<file path="src/lpht_pkg.sv">
`default_nettype none

package lpht_pkg;

	// Default sizes, used as defaults by the top level parameters
	localparam int SLOTS_DEF      = 256;
	localparam int KEY_BITS_DEF   = 64;
	localparam int VALUE_BITS_DEF = 32;

	// Entry limit register
	localparam int              LIMIT_W     = 8;
	localparam logic [LIMIT_W-1:0] LIMIT_RESET = 8'd192;

	// FNV-1a over eight key bytes, least significant byte first
	localparam int          HASH_BYTES = 8;
	localparam int          BYTE_IDX_W = 3;
	localparam logic [63:0] FNV_BASIS  = 64'hCBF2_9CE4_8422_2325;
	localparam logic [63:0] FNV_PRIME  = 64'h0000_0100_0000_01B3;

	// Operation codes
	localparam logic OP_PUT = 1'b0;
	localparam logic OP_GET = 1'b1;

	// Result status codes
	typedef enum logic [2:0] {
		RES_INSERTED  = 3'd0,
		RES_UPDATED   = 3'd1,
		RES_FOUND     = 3'd2,
		RES_NOT_FOUND = 3'd3,
		RES_FULL      = 3'd4,
		RES_INVALID   = 3'd5
	} status_t;

	// Controller states
	typedef enum logic [2:0] {
		S_CLEAR,
		S_IDLE,
		S_HASH,
		S_PROBE,
		S_CHECK,
		S_RESP
	} state_t;

	// Commands from controller to datapath
	typedef struct packed {
		logic    clr_wr;
		logic    load;
		logic    hash_step;
		logic    probe_init;
		logic    rd;
		logic    advance;
		logic    wr_key;
		logic    wr_val;
		logic    inc_count;
		logic    res_load;
		logic    res_found;
		status_t res_code;
	} cmd_t;

	// Status from datapath to controller
	typedef struct packed {
		logic clr_last;
		logic in_key_zero;
		logic is_get;
		logic hash_last;
		logic put_exhausted;
		logic get_bound;
		logic key_match;
		logic slot_empty;
		logic room;
		logic out_free;
	} sts_t;

endpackage

`default_nettype wire

</file>
<file path="src/lpht_ctrl.sv">
`default_nettype none

module lpht_ctrl (
	input  wire logic           clk,
	input  wire logic           arst_n,
	input  wire logic           in_valid,
	output logic                in_ready,
	input  wire lpht_pkg::sts_t sts,
	output lpht_pkg::cmd_t      cmd
);

	lpht_pkg::state_t  state_q, state_d;
	lpht_pkg::status_t res_q, res_d;
	logic              found_q, found_d;

	// State and pending result
	always_ff @(posedge clk or negedge arst_n) begin
		if (!arst_n) begin
			state_q <= lpht_pkg::S_CLEAR;
			res_q   <= lpht_pkg::RES_INVALID;
			found_q <= 1'b0;
		end else begin
			state_q <= state_d;
			res_q   <= res_d;
			found_q <= found_d;
		end
	end

	// Next state and commands
	always_comb begin
		state_d  = state_q;
		res_d    = res_q;
		found_d  = found_q;
		in_ready = 1'b0;
		cmd      = '0;
		cmd.res_code  = res_q;
		cmd.res_found = found_q;

		unique case (state_q)
			lpht_pkg::S_CLEAR: begin
				cmd.clr_wr = 1'b1;
				if (sts.clr_last) begin
					state_d = lpht_pkg::S_IDLE;
				end
			end

			lpht_pkg::S_IDLE: begin
				in_ready = 1'b1;
				if (in_valid) begin
					cmd.load = 1'b1;
					found_d  = 1'b0;
					if (sts.in_key_zero) begin
						res_d   = lpht_pkg::RES_INVALID;
						state_d = lpht_pkg::S_RESP;
					end else begin
						state_d = lpht_pkg::S_HASH;
					end
				end
			end

			// one key byte per cycle
			lpht_pkg::S_HASH: begin
				cmd.hash_step = 1'b1;
				if (sts.hash_last) begin
					cmd.probe_init = 1'b1;
					state_d        = lpht_pkg::S_PROBE;
				end
			end

			// stop on probe bound, else read the slot
			lpht_pkg::S_PROBE: begin
				priority if (!sts.is_get && sts.put_exhausted) begin
					res_d   = lpht_pkg::RES_FULL;
					state_d = lpht_pkg::S_RESP;
				end else if (sts.is_get && sts.get_bound) begin
					res_d   = lpht_pkg::RES_NOT_FOUND;
					state_d = lpht_pkg::S_RESP;
				end else begin
					cmd.rd  = 1'b1;
					state_d = lpht_pkg::S_CHECK;
				end
			end

			lpht_pkg::S_CHECK: begin
				priority if (sts.key_match) begin
					state_d = lpht_pkg::S_RESP;
					if (sts.is_get) begin
						res_d   = lpht_pkg::RES_FOUND;
						found_d = 1'b1;
					end else begin
						cmd.wr_val = 1'b1;
						res_d      = lpht_pkg::RES_UPDATED;
					end
				end else if (sts.slot_empty) begin
					state_d = lpht_pkg::S_RESP;
					priority if (sts.is_get) begin
						res_d = lpht_pkg::RES_NOT_FOUND;
					end else if (sts.room) begin
						cmd.wr_key    = 1'b1;
						cmd.wr_val    = 1'b1;
						cmd.inc_count = 1'b1;
						res_d         = lpht_pkg::RES_INSERTED;
					end else begin
						res_d = lpht_pkg::RES_FULL;
					end
				end else begin
					cmd.advance = 1'b1;
					state_d     = lpht_pkg::S_PROBE;
				end
			end

			// wait for the output register to free up
			lpht_pkg::S_RESP: begin
				if (sts.out_free) begin
					cmd.res_load = 1'b1;
					state_d      = lpht_pkg::S_IDLE;
				end
			end

			default: begin
				state_d = lpht_pkg::S_IDLE;
			end
		endcase
	end

endmodule

`default_nettype wire

</file>
<file path="config.mk">
export PLATFORM = sky130hd
export DESIGN_NAME = lpht_ctrl
export DESIGN_NICKNAME = d
export VERILOG_FILES = /design/src/lpht_pkg.sv /design/src/lpht_ctrl.sv
export SDC_FILE = /design/constraint.sdc
export NUM_CORES = 1
export LEC_CHECK = 0
export ABC_AREA = 1
export BUFFER_PORTS_ARGS = -buffer_cell sky130_fd_sc_hd__buf_2
export CAP_MARGIN = 20
export CORE_MARGIN = 5
export CORE_UTILIZATION = 40
export DETAILED_ROUTE_END_ITERATION = 10
export GPL_TIMING_DRIVEN = 0
export PLACE_DENSITY = 0.71
export RECOVER_POWER = 25
export SLEW_MARGIN = 10
export SYNTH_ARGS = -nofsm -noshare
export SYNTH_HDL_FRONTEND = slang
export SYNTH_SLANG_ARGS = --single-unit
</file>
<file path="constraint.sdc">
create_clock -name clk -period 3.2 [get_ports clk]
set_clock_uncertainty 0.15 [all_clocks]
set_input_delay 0.32 -clock clk [delete_from_list [all_inputs] [get_ports clk]]
set_output_delay 0.32 -clock clk [all_outputs]
set_load 0.01 [all_outputs]
</file>
======== Yosys cells after proc, flatten, opt, wreduce, memory -nomap -nowiden ========
Cells that the tools add are included.
word-level totals
  flip-flop bits (word level) ............. 7
  output and inout bits ................... 15
  logic and storage cells ................. 70
cells by class
  eq/ne operators ......................... 14
  multiplexer cells ....................... 44
  reductions and logical operators ........ 9
operators by type and width
  cell                                           count
  two-way mux 3 bit                              19
  two-way mux 1 bit                              18
  case mux 3 bit (6 select lines)                1
  inequality test 2 bit, second input constant   7
  case mux 3 bit (3 select lines)                1
  AND reduction 4 bit                            2
  == test 3 x 2 -> 1 bit, second input constant  2
  == test 3 bit, second input constant           2
  two-way mux 2 bit                              3
  inequality test 3 bit, second input constant   2
  AND reduction 5 bit                            1
  two-way mux 4 bit                              1
  == test 3 x 1 -> 1 bit, second input constant  1
  zero test 3 bit                                1
  nonzero test 3 bit                             1
  logical AND 1 bit                              2
  case mux 1 bit (2 select lines)                1
  nonzero test 2 bit                             1
  zero test 1 bit                                1

======== Depth between registers and ports, before layout ========
  depth in word-level cells ............... 5
  mapped depth ............................ 9
  mapped depth without buffers ............ 8

======== Worst setup path before layout ========
OpenSTA, ideal clock, no wires.
  kind .................................... register -> output
  from .................................... register state_q[0]
  to ...................................... output port cmd[7] (netlist bit)
  data arrival time ....................... 1.385 ns
  data required time ...................... 2.730 ns
  slack ................................... 1.345 ns
  cell stages (with the launch flop) ...... 8
  cell sequence ........................... dfrtp_1 -> buf_6 -> nor2_1 -> nand2_2 -> inv_1 -> nand2_1 -> nor3_1 -> buf_4
RTL lines
  item                    RTL line         text
  from (decl)             lpht_ctrl.sv:12  lpht_pkg::state_t state_q, state_d;
  from (signal assigned)  lpht_ctrl.sv:19  state_q <= lpht_pkg::S_CLEAR;
  from (signal assigned)  lpht_ctrl.sv:23  state_q <= state_d;
  to (decl)               lpht_ctrl.sv:9   output lpht_pkg::cmd_t cmd

==> results.json <==
{
  "port_buffers": 27,
  "vias_per_cell": 4.68,
  "areaGrowthSynthToFinish_pct": 30.0,
  "globalplace.congestion": 0.846,
  "track_usage_pct": 12.5,
  "relSlewSlack_pct": 75.6,
  "worstPathMaxFanout": 9,
  "rsz0062_at_grt": "false",
  "finalMaxSlewViolations": 0,
  "insertedDiodeCount": 0,
  "synth_top_area_share_pct": 19.8,
  "synth_compound_area_share_pct": 4.94,
  "synth_fa_ha_area_share_pct": 0,
  "max-cap-violations": 0,
  "synth_common_cells": "29 x nand2_1, 13 x inv_1, 11 x nand3_1, 8 x nor2_1, 5 x dfrtp_1",
  "synth_area_sq_um": 633,
  "p_leak_uw": 0.000502,
  "post-synth-top-area-cell": "dfrtp_1",
  "cp.arrival_ns": 1.66,
  "peakVddDrop_mv": 0.338,
  "finalPower_uw": 663,
  "via_count": 678,
  "floorplan.initialDensity_pct": 42.0,
  "worst_slew_pin_slew_ns": 0.366,
  "grt_overflow": 0,
  "htreeDepth": 1,
  "synthMuxAreaShare_pct": 0,
  "fmax_mhz": 469,
  "r2r_cells": 8,
  "synthSimpleGateAreaFrac_pct": 51.2,
  "p_seq_share_pct": 24.1,
  "dr.pass1.iters": 4,
  "syn-num-nets": 110,
  "grt_pass1_wl_mm": 2.47,
  "synth_most_common_cell": "nand2_1",
  "root_buffer": "clkbuf_4",
  "cts_inserted_buffers": 3,
  "switching_share_pct": 47.2,
  "ys_async_sr_fraction_pct": 100,
  "seq_area_frac_synth_pct": 28.1,
  "powerDensity_nw_per_um2": 805,
  "grt_max_degree": 10,
  "post_drt_wl_per_cell_um": 9.68,
  "layout-drive-gt1-share_pct": 39.5,
  "period_minus_slack_ns": 2.13,
  "cts_setup_buffers": 0,
  "yosys_warnings": 0,
  "synth_seq_cells": 7,
  "io_pins": 28,
  "die_area_sq_um": 2480,
  "dieHeight_um": 49.8,
  "rows": 14,
  "status": "complete, no violations",
  "grt_pass1_vias": 628,
  "synth_top_family_by_area": "simple AND/OR/NAND/NOR gates",
  "hold_viol": 0,
  "postRouteAntennaNets": 0,
  "synthCells": 97,
  "placed_area_sq_um": 788,
  "yosysUniqueCellTypes": 22,
  "final_cells": 145,
  "cts.sinks": 7,
  "routed_wl_mm": 1.40,
  "drtIter0Drc": 7,
  "period_share_pct": 66.7,
  "final_area_sq_um": 823,
  "clk_pin_slew_ns": 0.05,
  "intPower_uw": 350,
  "core_area_sq_um": 1510,
  "synth_flop_cell": "dfrtp_1",
  "finalSetupViolCount": 0,
  "avgSynthCellArea_sq_um": 6.53,
  "synthXorXnorAreaFrac_pct": 0,
  "netlist_top_cells_area": "dfrtp_1 20%, nand2_1 17%, nand3_1 8.7%",
  "net-switching-power_uw": 313,
  "die_w_um": 49.8,
  "hold_class": "primary input to flip-flop",
  "drcViolationCount": 0,
  "clockPowerShare_pct": 11.9,
  "cts_max_path_buffers": 2,
  "nNetsFinal": 143,
  "clkLatencyLatePin_ns": 0.24,
  "cp.required_ns": 2.73,
  "cts_tree": "yes",
  "endpoint_kind": "output port",
  "critical_path_class": "flip-flop to output port",
  "dp.cells": 140,
  "final.setup.tns_ns": 0,
  "cp-start-kind": "flip-flop",
  "hpwl_mm": 1.22,
  "antenna_found_initial": 0,
  "pwr-share-comb_pct": 64.0,
  "synth_edf_count": 0,
  "holdPathStages": 4
}
timing repair:
action,4_1_cts,5_1_grt
hold endpoints to repair,7,0
resized for setup,0,0
hold buffers,1,0
cell type report:
| cell class | instances | area, sq um |
|---|---|---|
| Clock buffer | 4 | 26.3 |
| Buffer | 4 | 33.8 |
| Timing Repair Buffer | 28 | 144 |
| Multi-Input combinational cell | 69 | 355 |
| Inverter | 17 | 66.3 |
| Sequential cell | 7 | 178 |
| Fill cell | 166 | 683 |
| Tap cell | 16 | 20.0 |
worst max-delay path, stage by stage, from the launching register on:
cell,delay (ns)
dfrtp_1,0.37
buf_6,0.15
nor2_1,0.15
nand2_2,0.10
inv_1,0.11
nand2_1,0.08
nor3_1,0.20
buf_4,0.15
buf_2,0.11
routing by layer:
layer / track usage, % / share of wire [%] / vias up
met3: 5.72 / 7.9 / 0
met1: 15.8 / 47 / 286
li1: - / - / 370
met4: 1.31 / 0 / 0
met2: 19.9 / 46 / 22
met5: 0 / 0 / -
worst paths after layout:
check / startpoint / end / slack, ns
worst min register to register: res_q[0] / res_q[0] / 0.31
worst max-delay path: state_q[0] / cmd[7] / 1.07
worst min-delay path: sts[6] / state_q[1] / 0.21
max in group asynchronous: arst_n / res_q[2] / 2.25
worst max register to register: state_q[1] / res_q[1] / 1.81
min in group asynchronous: arst_n / res_q[1] / 0.34
per-stage QoR:
stage          hold WS [ns]  setup WS, ns  util [%]
6_report              0.214          1.07      54.7
4_1_cts               0.216          1.03      54.7
3_5_place_dp         0.0104          1.31      52.3
3_3_place_gp        0.00763          1.35      52.3
5_1_grt               0.234         0.917      54.7
2_1_floorplan        -0.126          1.34         -
state kept, by name, indices dropped and copies added (netlist names):
signal and count:
res_q 3, state_q 3, found_q 1
cell families after synthesis:
kind of cell / count (synthesis)
buffers and inverters: 21
DFF: 7
AOI/OAI and AO/OA: 5
and+or+nand+nor: 64
power by group through the flow:
| stage | combinational, uW | sequential [uW] | clock, uW |
|---|---|---|---|
| after floorplan | 315 | 166 | 0 |
| after global placement | 424 | 160 | 0 |
| after detailed placement | 428 | 161 | 0 |
| after CTS | 431 | 160 | 81.0 |
| after global routing | 478 | 164 | 86.6 |
| final | 424 | 160 | 78.8 |
cell usage in the layout (no fill, tap or decap), drive strengths merged:
cell,count
o2111ai,1
nand4,1
a211oi,1
clkbuf,5
nor3,4
dfstp,2
nand3,14
o21ai,2
buf,30
nor2,11
dfrtp,5
dlygate4sd3,1
nand2,34
a21oi,1
inv,17
No activity file was read; power rests on OpenSTA's default activity.
